## config.mk

```make
export PLATFORM = sky130hd
export DESIGN_NAME = i2c_master_transaction_sequencer_unit
export DESIGN_NICKNAME = d
export VERILOG_FILES = /design/src/design/i2cseq_pkg.sv /design/src/design/i2cseq_txbuf.sv /design/src/design/i2cseq_core.sv /design/src/design/i2c_master_transaction_sequencer_unit.sv
export SDC_FILE = /design/constraint.sdc
export NUM_CORES = 2
export LEC_CHECK = 0
export BUFFER_PORTS_ARGS = -buffer_cell sky130_fd_sc_hd__buf_2
export CAP_MARGIN = 20
export CORE_MARGIN = 4
export CORE_UTILIZATION = 50
export CTS_BUF_LIST = sky130_fd_sc_hd__clkbuf_4
export CTS_CLUSTER_SIZE = 28
export DETAILED_ROUTE_END_ITERATION = 7
export PLACE_DENSITY = 0.68
export RECOVER_POWER = 50
export SYNTH_ARGS = -nofsm -noshare
export SYNTH_HDL_FRONTEND = slang
export SYNTH_SLANG_ARGS = --single-unit
```

## constraint.sdc

```tcl
create_clock -name clk -period 4.73 [get_ports clk]
set_clock_uncertainty 0.05 [all_clocks]
set_input_delay 0.2365 -clock clk [delete_from_list [all_inputs] [get_ports clk]]
set_output_delay 0.2365 -clock clk [all_outputs]
set_load 0.01 [all_outputs]
```

## src/design/i2cseq_pkg.sv

```systemverilog
package i2cseq_pkg;

  typedef enum logic [1:0] {
    MODE_LOAD  = 2'd0,
    MODE_BEGIN = 2'd1,
    MODE_EVENT = 2'd2,
    MODE_NOP   = 2'd3
  } mode_t;

  typedef enum logic [1:0] {
    KIND_READ   = 2'd0,
    KIND_WRITE  = 2'd1,
    KIND_CREAD  = 2'd2,
    KIND_CWRITE = 2'd3
  } kind_t;

  localparam logic [2:0] EV_START_SENT = 3'd0;
  localparam logic [2:0] EV_ADDR_ACK_TX = 3'd1;
  localparam logic [2:0] EV_ADDR_ACK_RX = 3'd2;
  localparam logic [2:0] EV_TX_EMPTY = 3'd3;
  localparam logic [2:0] EV_BYTE_DONE = 3'd4;
  localparam logic [2:0] EV_BYTE_RCVD = 3'd5;

  typedef enum logic [2:0] {
    ACT_NONE   = 3'd0,
    ACT_ADDR   = 3'd1,
    ACT_DATA   = 3'd2,
    ACT_RSTART = 3'd3,
    ACT_STOP   = 3'd4,
    ACT_DONE   = 3'd5,
    ACT_ERROR  = 3'd6
  } action_t;

  typedef enum logic [7:0] {
    PH_IDLE    = 8'b0000_0001,
    PH_START   = 8'b0000_0010,
    PH_ADDR    = 8'b0000_0100,
    PH_CMD     = 8'b0000_1000,
    PH_RESTART = 8'b0001_0000,
    PH_ADDR2   = 8'b0010_0000,
    PH_RXDATA  = 8'b0100_0000,
    PH_TXDATA  = 8'b1000_0000
  } phase_t;

  typedef struct packed {
    logic [1:0] mode;
    logic [1:0] transfer_kind;
    logic [6:0] device_address;
    logic [7:0] command_byte;
    logic [7:0] byte_count;
    logic [2:0] bus_event;
    logic       bus_fault;
    logic [7:0] data_value;
    logic [7:0] load_index;
  } item_t;

  typedef struct packed {
    action_t    action;
    logic [7:0] bus_byte;
    logic [7:0] received_byte;
    logic [7:0] received_index;
    logic       received_valid;
    logic       busy_res;
  } res_t;

  typedef struct packed {
    logic       wr_en;
    logic [7:0] wr_addr;
    logic [7:0] wr_data;
    logic [7:0] rd_pos;
  } buf_req_t;

endpackage

```

## src/design/i2cseq_txbuf.sv

```systemverilog
module i2cseq_txbuf #(
  parameter int TX_DEPTH = 256
) (
  input  logic                 clk,
  input  i2cseq_pkg::buf_req_t req,
  output logic [7:0]           rd_data
);

  localparam int AW = (TX_DEPTH > 1) ? $clog2(TX_DEPTH) : 1;
  localparam logic [8:0] DEPTH9 = 9'(TX_DEPTH);

  logic [7:0] mem [TX_DEPTH];
  logic [7:0] data_r;
  logic       oor_r;
  logic       wr_ok;
  logic       rd_ok;

  assign wr_ok = req.wr_en && ({1'b0, req.wr_addr} < DEPTH9);
  assign rd_ok = {1'b0, req.rd_pos} < DEPTH9;

  always_ff @(posedge clk) begin
    if (wr_ok) begin
      mem[req.wr_addr[AW-1:0]] <= req.wr_data;
    end
  end

  // prefetch the next transmit byte, forwarding a load to the same slot
  always_ff @(posedge clk) begin
    if (wr_ok && (req.wr_addr == req.rd_pos)) begin
      data_r <= req.wr_data;
    end else begin
      data_r <= mem[req.rd_pos[AW-1:0]];
    end
    oor_r <= !rd_ok;
  end

  assign rd_data = oor_r ? 8'd0 : data_r;

endmodule

```

## src/design/i2cseq_core.sv

```systemverilog
module i2cseq_core (
  input  logic                  clk,
  input  logic                  rst_n,
  input  logic                  adv,
  input  i2cseq_pkg::item_t     item,
  input  logic [7:0]            tx_data,
  output i2cseq_pkg::res_t      res,
  output i2cseq_pkg::buf_req_t  buf_req
);

  i2cseq_pkg::phase_t phase_r, phase_nxt;
  logic [1:0] kind_r, kind_nxt;
  logic [6:0] addr_r, addr_nxt;
  logic [7:0] cmd_r, cmd_nxt;
  logic [7:0] len_r, len_nxt;
  logic [7:0] cnt_r, cnt_nxt;
  logic [7:0] cnt_inc;
  logic       bad;

  assign cnt_inc = cnt_r + 8'd1;

  always_comb begin
    phase_nxt = phase_r;
    kind_nxt  = kind_r;
    addr_nxt  = addr_r;
    cmd_nxt   = cmd_r;
    len_nxt   = len_r;
    cnt_nxt   = cnt_r;
    bad       = 1'b0;
    res       = '0;
    res.action = i2cseq_pkg::ACT_NONE;

    unique case (i2cseq_pkg::mode_t'(item.mode)) inside
      i2cseq_pkg::MODE_LOAD, i2cseq_pkg::MODE_NOP: begin
      end
      i2cseq_pkg::MODE_BEGIN: begin
        if (phase_r != i2cseq_pkg::PH_IDLE) begin
          bad = 1'b1;
        end else begin
          kind_nxt  = item.transfer_kind;
          addr_nxt  = item.device_address;
          cmd_nxt   = item.command_byte;
          len_nxt   = item.byte_count;
          cnt_nxt   = 8'd0;
          phase_nxt = i2cseq_pkg::PH_START;
        end
      end
      i2cseq_pkg::MODE_EVENT: begin
        if (item.bus_fault) begin
          bad = 1'b1;
        end else begin
          unique case (phase_r)
            i2cseq_pkg::PH_START: begin
              if (item.bus_event == i2cseq_pkg::EV_START_SENT) begin
                res.action   = i2cseq_pkg::ACT_ADDR;
                res.bus_byte = {addr_r, kind_r == i2cseq_pkg::KIND_READ};
                phase_nxt    = i2cseq_pkg::PH_ADDR;
              end else begin
                bad = 1'b1;
              end
            end
            i2cseq_pkg::PH_ADDR: begin
              if (kind_r == i2cseq_pkg::KIND_READ &&
                  item.bus_event == i2cseq_pkg::EV_ADDR_ACK_RX) begin
                cnt_nxt = 8'd0;
                if (len_r == 8'd0) begin
                  res.action = i2cseq_pkg::ACT_STOP;
                  phase_nxt  = i2cseq_pkg::PH_IDLE;
                end else begin
                  phase_nxt = i2cseq_pkg::PH_RXDATA;
                end
              end else if (kind_r != i2cseq_pkg::KIND_READ &&
                           item.bus_event == i2cseq_pkg::EV_ADDR_ACK_TX) begin
                if (kind_r == i2cseq_pkg::KIND_WRITE) begin
                  if (len_r == 8'd0) begin
                    res.action = i2cseq_pkg::ACT_STOP;
                    phase_nxt  = i2cseq_pkg::PH_IDLE;
                  end else begin
                    // counter is still zero here, so the prefetch holds slot zero
                    res.action   = i2cseq_pkg::ACT_DATA;
                    res.bus_byte = tx_data;
                    cnt_nxt      = 8'd1;
                    phase_nxt    = i2cseq_pkg::PH_TXDATA;
                  end
                end else begin
                  res.action   = i2cseq_pkg::ACT_DATA;
                  res.bus_byte = cmd_r;
                  cnt_nxt      = 8'd0;
                  phase_nxt    = (kind_r == i2cseq_pkg::KIND_CREAD) ?
                                 i2cseq_pkg::PH_CMD : i2cseq_pkg::PH_TXDATA;
                end
              end else begin
                bad = 1'b1;
              end
            end
            i2cseq_pkg::PH_CMD: begin
              if (item.bus_event == i2cseq_pkg::EV_BYTE_DONE) begin
                res.action = i2cseq_pkg::ACT_RSTART;
                phase_nxt  = i2cseq_pkg::PH_RESTART;
              end else begin
                bad = 1'b1;
              end
            end
            i2cseq_pkg::PH_RESTART: begin
              if (item.bus_event == i2cseq_pkg::EV_START_SENT) begin
                res.action   = i2cseq_pkg::ACT_ADDR;
                res.bus_byte = {addr_r, 1'b1};
                phase_nxt    = i2cseq_pkg::PH_ADDR2;
              end else begin
                bad = 1'b1;
              end
            end
            i2cseq_pkg::PH_ADDR2: begin
              if (item.bus_event == i2cseq_pkg::EV_ADDR_ACK_RX) begin
                cnt_nxt = 8'd0;
                if (len_r == 8'd0) begin
                  res.action = i2cseq_pkg::ACT_STOP;
                  phase_nxt  = i2cseq_pkg::PH_IDLE;
                end else begin
                  phase_nxt = i2cseq_pkg::PH_RXDATA;
                end
              end else begin
                bad = 1'b1;
              end
            end
            i2cseq_pkg::PH_RXDATA: begin
              if (item.bus_event == i2cseq_pkg::EV_BYTE_RCVD) begin
                res.received_valid = 1'b1;
                res.received_byte  = item.data_value;
                res.received_index = cnt_r;
                cnt_nxt            = cnt_inc;
                if (cnt_inc >= len_r) begin
                  res.action = i2cseq_pkg::ACT_DONE;
                  phase_nxt  = i2cseq_pkg::PH_IDLE;
                end
              end else begin
                bad = 1'b1;
              end
            end
            i2cseq_pkg::PH_TXDATA: begin
              if (item.bus_event == i2cseq_pkg::EV_TX_EMPTY ||
                  item.bus_event == i2cseq_pkg::EV_BYTE_DONE) begin
                if (cnt_r < len_r) begin
                  res.action   = i2cseq_pkg::ACT_DATA;
                  res.bus_byte = tx_data;
                  cnt_nxt      = cnt_inc;
                end else if (item.bus_event == i2cseq_pkg::EV_BYTE_DONE) begin
                  res.action = i2cseq_pkg::ACT_DONE;
                  phase_nxt  = i2cseq_pkg::PH_IDLE;
                end
              end else begin
                bad = 1'b1;
              end
            end
            default: begin
              bad = 1'b1;
            end
          endcase
        end
      end
      default: begin
      end
    endcase

    if (bad) begin
      res       = '0;
      res.action = i2cseq_pkg::ACT_ERROR;
      phase_nxt = i2cseq_pkg::PH_IDLE;
    end
    res.busy_res = (phase_nxt != i2cseq_pkg::PH_IDLE);
  end

  always_comb begin
    buf_req.wr_en   = adv && (item.mode == i2cseq_pkg::MODE_LOAD);
    buf_req.wr_addr = item.load_index;
    buf_req.wr_data = item.data_value;
    // prefetch the slot the counter will point at after this edge
    if (!rst_n) begin
      buf_req.rd_pos = 8'd0;
    end else if (adv) begin
      buf_req.rd_pos = cnt_nxt;
    end else begin
      buf_req.rd_pos = cnt_r;
    end
  end

  always_ff @(posedge clk) begin
    if (!rst_n) begin
      phase_r <= i2cseq_pkg::PH_IDLE;
      kind_r  <= 2'd0;
      addr_r  <= 7'd0;
      cmd_r   <= 8'd0;
      len_r   <= 8'd0;
      cnt_r   <= 8'd0;
    end else if (adv) begin
      phase_r <= phase_nxt;
      kind_r  <= kind_nxt;
      addr_r  <= addr_nxt;
      cmd_r   <= cmd_nxt;
      len_r   <= len_nxt;
      cnt_r   <= cnt_nxt;
    end
  end

  a_begin_starts: assert property (@(posedge clk) disable iff (!rst_n)
    adv && item.mode == i2cseq_pkg::MODE_BEGIN && phase_r == i2cseq_pkg::PH_IDLE
    |=> phase_r == i2cseq_pkg::PH_START)
    else $error("begin from idle did not enter start phase");

  a_error_idles: assert property (@(posedge clk) disable iff (!rst_n)
    adv && res.action == i2cseq_pkg::ACT_ERROR |=> phase_r == i2cseq_pkg::PH_IDLE)
    else $error("error did not return to idle");

  a_load_keeps_phase: assert property (@(posedge clk) disable iff (!rst_n)
    adv && item.mode == i2cseq_pkg::MODE_LOAD |=> $stable(phase_r))
    else $error("load request changed phase");

endmodule

```

## src/design/i2c_master_transaction_sequencer_unit.sv

```systemverilog
// A request accepted into the input register moves on to the result register once
// that register is empty or is being drained by out_ready.
// Throughput: one request per cycle, sustained; the input register refills
// while the result register drains, so only out_ready stalls the block.
// Transmit bytes are prefetched from the buffer into a register before use.
// Reset (rst_n low, synchronous) empties both registers and returns to idle;
// the transmit buffer keeps no reset and holds undefined data until loaded.
module i2c_master_transaction_sequencer_unit #(
  parameter int TX_DEPTH = 256
) (
  input  logic       clk,
  input  logic       rst_n,
  input  logic       in_valid,
  output logic       in_ready,
  input  logic [1:0] in_mode,
  input  logic [1:0] in_transfer_kind,
  input  logic [6:0] in_device_address,
  input  logic [7:0] in_command_byte,
  input  logic [7:0] in_byte_count,
  input  logic [2:0] in_bus_event,
  input  logic       in_bus_fault,
  input  logic [7:0] in_data_value,
  input  logic [7:0] in_load_index,
  output logic       out_valid,
  input  logic       out_ready,
  output logic [2:0] out_action,
  output logic [7:0] out_bus_byte,
  output logic [7:0] out_received_byte,
  output logic [7:0] out_received_index,
  output logic       out_received_valid,
  output logic       out_busy_res
);

  i2cseq_pkg::item_t    item_r;
  logic                 item_v_r;
  i2cseq_pkg::res_t     res;
  i2cseq_pkg::res_t     res_r;
  logic                 out_v_r;
  i2cseq_pkg::buf_req_t buf_req;
  logic [7:0]           tx_data;
  logic                 adv;

  assign adv      = item_v_r && (!out_v_r || out_ready);
  assign in_ready = !item_v_r || adv;

  always_ff @(posedge clk) begin
    if (!rst_n) begin
      item_v_r <= 1'b0;
    end else if (in_ready) begin
      item_v_r <= in_valid;
    end
  end

  always_ff @(posedge clk) begin
    if (in_valid && in_ready) begin
      item_r.mode           <= in_mode;
      item_r.transfer_kind  <= in_transfer_kind;
      item_r.device_address <= in_device_address;
      item_r.command_byte   <= in_command_byte;
      item_r.byte_count     <= in_byte_count;
      item_r.bus_event      <= in_bus_event;
      item_r.bus_fault      <= in_bus_fault;
      item_r.data_value     <= in_data_value;
      item_r.load_index     <= in_load_index;
    end
  end

  i2cseq_core u_core (
    .clk     (clk),
    .rst_n   (rst_n),
    .adv     (adv),
    .item    (item_r),
    .tx_data (tx_data),
    .res     (res),
    .buf_req (buf_req)
  );

  i2cseq_txbuf #(
    .TX_DEPTH (TX_DEPTH)
  ) u_txbuf (
    .clk     (clk),
    .req     (buf_req),
    .rd_data (tx_data)
  );

  always_ff @(posedge clk) begin
    if (!rst_n) begin
      out_v_r <= 1'b0;
    end else if (adv) begin
      out_v_r <= 1'b1;
    end else if (out_ready) begin
      out_v_r <= 1'b0;
    end
  end

  always_ff @(posedge clk) begin
    if (adv) begin
      res_r <= res;
    end
  end

  assign out_valid          = out_v_r;
  assign out_action         = res_r.action;
  assign out_bus_byte       = res_r.bus_byte;
  assign out_received_byte  = res_r.received_byte;
  assign out_received_index = res_r.received_index;
  assign out_received_valid = res_r.received_valid;
  assign out_busy_res       = res_r.busy_res;

  a_rx_action: assert property (@(posedge clk) disable iff (!rst_n)
    out_v_r && res_r.received_valid |->
    res_r.action == i2cseq_pkg::ACT_NONE || res_r.action == i2cseq_pkg::ACT_DONE)
    else $error("received byte with unexpected action");

  a_error_clean: assert property (@(posedge clk) disable iff (!rst_n)
    out_v_r && res_r.action == i2cseq_pkg::ACT_ERROR |->
    !res_r.busy_res && !res_r.received_valid && res_r.bus_byte == 8'd0)
    else $error("error result not cleared");

  a_addr_busy: assert property (@(posedge clk) disable iff (!rst_n)
    out_v_r && (res_r.action == i2cseq_pkg::ACT_ADDR ||
                res_r.action == i2cseq_pkg::ACT_RSTART) |-> res_r.busy_res)
    else $error("address phase reported not busy");

endmodule

```

# Word-level counts from Yosys, hierarchy flattened
# Memories as Yosys holds them, arrays and structs flattened. A register that Yosys moved wholly into a read port is not among the register bits.
# Index checks and enable logic that the tools add are counted.
[totals]
regBits = 119
mem_bits_rw = 2048
in_bits = 51
output_inout_bits = 31
elab_cells = 143
mem_count = 1
[op_classes]
addsub = 1
order_cmp = 2
n_eq_ne = 18
n_mux = 72
n_bitwise = 4
n_reduce_logical = 21
[memory_table]
columns = ["memory", "words", "width", "rd", "rd_ports_with_merged_regs", "wr", "line_no", "rtl"]
rows = [
  ["u_txbuf.mem", 256, 8, 1, 1, 1, "i2cseq_txbuf.sv:12", "logic [7:0] mem [TX_DEPTH];"],
]
[op_table]
columns = ["op", "count"]
rows = [
  ["$mux W8", 32],
  ["$pmux W8 S4", 2],
  ["$mux W28", 2],
  ["$pmux W8 S7", 1],
  ["$mux W17", 2],
  ["$mux W11", 3],
  ["$pmux W8 S2", 2],
  ["$mux W3", 8],
  ["$pmux W3 S7", 1],
  ["$mux W9", 2],
  ["$ne A8 B1 Y1 const B", 2],
  ["$mux W1", 13],
  ["$add A8 B1 Y8 const B", 1],
  ["$eq A8 B2 Y1 const B", 1],
  ["$eq A8 B3 Y1 const B", 1],
  ["$eq A8 B4 Y1 const B", 1],
  ["$eq A8 B5 Y1 const B", 1],
  ["$eq A8 B6 Y1 const B", 1],
  ["$eq A8 B7 Y1 const B", 1],
  ["$eq A8 B8 Y1 const B", 1],
  ["$ge A8 B8 Y1", 1],
  ["$logic_not A8 Y1", 1],
  ["$lt A8 B8 Y1", 1],
  ["$mux W7", 1],
  ["other kinds (20)", 36],
]

# Depth between registers and ports, before layout
[logic_depth]
word_depth = 10
mapped_depth = 18
depth_no_buf = 13

# By module
# Synthesis repeated with hierarchy kept, for this count alone.
[unflattened]
hier_cells = 4314
area_unflattened_um2 = 85489.5
[by_module_without_submodules]
columns = ["module", "instances", "cells_per_inst", "area_per_inst_um2", "seq_area_each_um2"]
rows = [
  ["i2cseq_txbuf", 1, 3733, 79556.3, 61659.1],
  ["i2cseq_core", 1, 496, 3547.2, 820.8],
  ["i2c_master_transaction_sequencer_unit", 1, 85, 2386.0, 2322.2],
]

# Least setup slack after synthesis
# OpenSTA, ideal clock, no wires.
[synth_path]
kind = "register to register"
start = "register u_core.cnt_r[0]"
end = "register res_r (netlist bit out_busy_res), data pin"
setup_time_ns = 0.275
arrival_time_ns = 4.319
required_time_ns = 4.405
setup_slack_ns = 0.085
path_stages_with_launch = 19
n_path_buf = 5
period_less_slack_ns = 4.645
path_cell_list = "dfxtp_1 > buf_2 > buf_2 > buf_2 > buf_2 > clkbuf_1 > and3_1 > and3_1 > nand3_1 > xnor2_1 > ha_1 > nand2_1 > nor2_1 > nand3_1 > a2111oi_2 > a2111oi_0 > a221o_1 > o41ai_1 > nand4_1"
[synth_lines]
columns = ["item", "line_no", "rtl"]
rows = [
  ["start: declaration", "i2cseq_core.sv:16", "logic [7:0] cnt_r, cnt_nxt;"],
  ["start signal: assignment", "i2cseq_core.sv:201", "cnt_r <= cnt_nxt;"],
  ["end signal: assignment", "i2c_master_transaction_sequencer_unit.sv:98", "res_r <= res;"],
  ["end: declaration", "i2c_master_transaction_sequencer_unit.sv:37", "i2cseq_pkg::res_t res_r;"],
]

# Worst setup path after layout
[layout_path]
start = "register item_r[13] (netlist name)"
end = "memory u_txbuf.mem[83][5], data pin"
[layout_lines]
columns = ["item", "line_no", "rtl"]
rows = [
  ["start: declaration", "i2c_master_transaction_sequencer_unit.sv:34", "i2cseq_pkg::item_t item_r;"],
  ["end: declaration", "i2cseq_txbuf.sv:12", ""],
]
# Straight into the memory's write port.

==> insert_results.sql <==
INSERT INTO impl_metrics (metric_group, metric, value, unit) VALUES
('sta', 'worst_margin_slew', '3930', 'ps'),
('sta', 'timing.final.hold_violations', '0', ''),
('synth', 'synth-seq-cells', '2167', ''),
('worst_setup_path', 'timing.critical_path.required', '5160', 'ps'),
('worst_setup_path', 'cpLargestDelayFamily', 'buffers and inverters', ''),
('drt', 'first_pass_iters', '5', ''),
('sta', 'rsz0062_at_grt', 'no', ''),
('synth', 'synthDominantCellAreaShare', '0.752', ''),
('drt', 'drt_wl_total', '204000', 'µm'),
('synth', 'post_synth.cell_area_avg', '20.2', 'µm²'),
('die', 'core', '0.168', 'mm²'),
('synth', 'synth_fp_nets', '4271', ''),
('synth', 'yosys_most_used_dff', 'sky130_fd_sc_hd__edfxtp_1', ''),
('layout', 'finalCoreUtilization', '0.569', ''),
('sta', 'setup_total_negative_slack', '0', 'ps'),
('worst_setup_path', 'critical_path.max_stage_delay', '2580', 'ps'),
('synth', 'synth_area_leaders', 'sky130_fd_sc_hd__edfxtp_1 (75%), sky130_fd_sc_hd__mux4_2 (14%), sky130_fd_sc_hd__nor2_1 (1.8%)', ''),
('power_and_ir_drop', 'net-switching-power', '7.76', 'mW'),
('drt', 'wl_per_cell', '27.8', 'µm'),
('global_routing', 'grt_pass1_wl', '301000', 'µm'),
('layout', 'areaGrowthSynthToFinish', '12.5', '%'),
('die', 'die_w', '420', 'µm'),
('power_and_ir_drop', 'share_of_total_power_in_sequential_cells', '0.573', ''),
('synth', 'netlist.top_cell.by_area', 'sky130_fd_sc_hd__edfxtp_1', ''),
('cts', 'ctsRootBufferMaster', 'sky130_fd_sc_hd__clkbuf_4', ''),
('die', 'die-area', '0.176', 'mm²'),
('worst_setup_path', 'timing.critical_path.buf_inv', '1', ''),
('power_and_ir_drop', 'internal_power', '29.2', 'mW'),
('die', 'floorplan.initialDensity', '0.505', ''),
('cts', 'maximum_clock_path_buffer_count', '4', ''),
('worst_setup_path', 'path_cells', 'clkbuf_1', ''),
('worst_setup_path', 'worst-endpoint-arrival', '4670', 'ps'),
('drt', 'drc', '0', ''),
('power_and_ir_drop', 'max-vdd-ir-drop', '0.185', 'mV'),
('die', 'io-pin-count', '82', ''),
('layout', 'post_route_cells_drive_above_1_share', '0.305', ''),
('worst_setup_path', 'critPathMaxFanout', '72', ''),
('layout', 'layout.filler_cells', '12652', ''),
('status', 'failed_checks', 'capacitance limit, slew limit', ''),
('die', 'row_count', '150', ''),
('sta', 'final_min_period_over_clock_period', '0.897', ''),
('power_and_ir_drop', 'total_leakage_power', '29.2', 'nW'),
('cts', 'cts_htree_levels', '6', ''),
('global_routing', 'all_layer_global_routing_usage', '0.234', ''),
('sta', 'fin_hold_ws', '185', 'ps'),
('power_and_ir_drop', 'power_per_cell_area', '388', 'mW/mm²'),
('synth', 'synth_cells', '4200', ''),
('sta', 'max-slew-margin-rel', '-1.62', ''),
('status', 'status', 'finished, violations left', ''),
('drt', 'first_iter_violations', '5433', ''),
('global_routing', 'globalRouteOverflowTotal', '0', ''),
('synth', 'synth-edff-count', '2124', ''),
('cts', 'numCtsBuffers', '564', ''),
('global_routing', 'antenna_found_initial', '2', ''),
('drt', 'detail_route.vias_per_cell', '6.05', ''),
('global_routing', 'globalRoute.busiestLayer', 'met2', ''),
('drt', 'antenna_left', '0', ''),
('power_and_ir_drop', 'fin_total_pwr', '37.0', 'mW'),
('placement', 'io_buffers', '81', ''),
('global_routing', 'first_global_vias', '45715', ''),
('run', 'drv_cap', '19', ''),
('sta', 'final-max-slew-violation-count', '2029', ''),
('layout', 'final_net_count', '4867', ''),
('power_and_ir_drop', 'p_sw_frac', '0.210', ''),
('global_routing', 'gr-usage-met2', '0.366', ''),
('synth', 'ys_warn_count', '0', ''),
('min_path', 'min-delay-path-class', 'primary input to flop', ''),
('synth', 'synthArstFlopShare', '0', ''),
('global_routing', 'grt_start_max_net_pins', '215', ''),
('die', 'dieHeight', '420', 'µm'),
('sta', 'report.final.setup_viol', '0', '');
[power groups by stage]
stage | logic, mW | clock network, mW | registers (mW)
finish | 0.616 | 15.2 | 21.2
global route | 0.660 | 16.7 | 21.2
CTS | 0.635 | 15.5 | 21.2
detailed placement | 0.566 | 0 | 21.6
global placement | 0.544 | 0 | 21.6
floorplan | 0.123 | 0 | 21.8
[stage by stage]
step                      instance area (µm²)  setup slack (ps)
after floorplan                         84800              85.2
after global placement                  87900               632
after detailed placement                87900               699
after CTS                               95600               703
after global routing                    95400               273
final                                   95400               486
[cells by family after synthesis]
family | synth area share
flip-flops | 0.762
AND/OR/NAND/NOR | 0.0385
multiplexers | 0.149
AO/OA/AOI/OAI | 0.0332
buffers and inverters | 0.0135
adder cells (fa/ha/maj) | 0.00295
XOR/XNOR | 0.000826
[area by class of cell]
class,instances,area (µm²),share of cell area
clock inverter,134,688,0.00721
multi-input combinational,1757,19000,0.199
tap,2204,2760,0.0289
antenna,7,17.5,0.000184
timing repair buffer,286,2270,0.0238
inverter,20,75.1,0.000787
clock buffer,786,5900,0.0619
sequential,2167,64700,0.678
[per-layer routing]
metal,up-vias,share of wire
met4,0,0.031
met5,-,0
li1,18863,-
met1,22886,0.40
met3,402,0.088
met2,2404,0.48
[sequential cells by signal, summed over array words and instances (netlist names), 3 cells and up]
register,count
item_r,47
out_action,3
out_bus_byte,8
out_received_byte,8
out_received_index,8
u_core.addr_r,7
u_core.cmd_r,8
u_core.cnt_r,8
u_core.len_r,8
u_core.phase_r,8
u_txbuf.mem,2048
[worst paths after layout]
check / from / end / slack [ps] / depth (start not counted)
setup reg to reg: item_r[13] / u_txbuf.mem[83][5] / 490 / 1
setup / recovery: item_r[13] / u_txbuf.mem[83][5] / 490 / 1
hold reg to reg: u_core.cmd_r[3] / u_core.cmd_r[3] / 410 / 2
hold / removal: in_bus_event[2] / item_r[19] / 190 / 3
[placed cells by master, fill, tap and decap left out, types with 22 or more instances in the layout]
cell type | Yosys | layout
sky130_fd_sc_hd__mux4_2 | 514 | 514
sky130_fd_sc_hd__edfxtp_1 | 2124 | 2124
sky130_fd_sc_hd__buf_2 | 57 | 47
sky130_fd_sc_hd__mux2i_1 | 33 | 33
sky130_fd_sc_hd__o221ai_1 | 60 | 60
sky130_fd_sc_hd__clkbuf_1 | 174 | 47
sky130_fd_sc_hd__clkbuf_4 | 0 | 789
sky130_fd_sc_hd__dfxtp_1 | 43 | 39
sky130_fd_sc_hd__dlygate4sd3_1 | 0 | 104
sky130_fd_sc_hd__a211oi_1 | 42 | 42
sky130_fd_sc_hd__nand3_1 | 31 | 31
sky130_fd_sc_hd__nor3_1 | 37 | 37
sky130_fd_sc_hd__clkinv_1 | 0 | 89
sky130_fd_sc_hd__a21oi_1 | 51 | 51
sky130_fd_sc_hd__nor2_1 | 401 | 400
sky130_fd_sc_hd__nand2_1 | 114 | 112
sky130_fd_sc_hd__mux2_2 | 62 | 62
sky130_fd_sc_hd__buf_4 | 3 | 68
sky130_fd_sc_hd__a21boi_0 | 26 | 26
sky130_fd_sc_hd__clkinv_2 | 0 | 22
sky130_fd_sc_hd__o21ai_0 | 64 | 64
sky130_fd_sc_hd__nor2b_1 | 51 | 50
sky130_fd_sc_hd__and2_1 | 23 | 23
sky130_fd_sc_hd__o22ai_1 | 56 | 56
[synth_stat cells (all sizes together) (3+ instances only)]
library cell	instances
edfxtp	2124
mux4	514
nor2	401
clkbuf	174
nand2	114
buf	82
o21ai	67
mux2	62
o221ai	62
o22ai	56
a21oi	51
nor2b	51
dfxtp	43
a211oi	42
nor3	37
mux2i	33
nand3	31
a21boi	30
and2	23
ha	20
inv	20
o31ai	17
o22a	11
a22oi	10
nand2b	9
nor3b	7
a2111oi	6
a221oi	6
and3	6
o41ai	6
or2	6
or3	6
nand4	5
nor4	5
xnor2	5
nand4b	4
o211ai	4
o21a	4
or4	4
a21o	3
and4	3
nor4b	3
xor2	3
[what timing repair did]
item / 4_1_cts / 5_1_grt
hold buffers: 105 / 0
resized for setup: 0 / 0
endpoints found under the hold margin: 137 / 0
(Power assumes the default switching activity.)
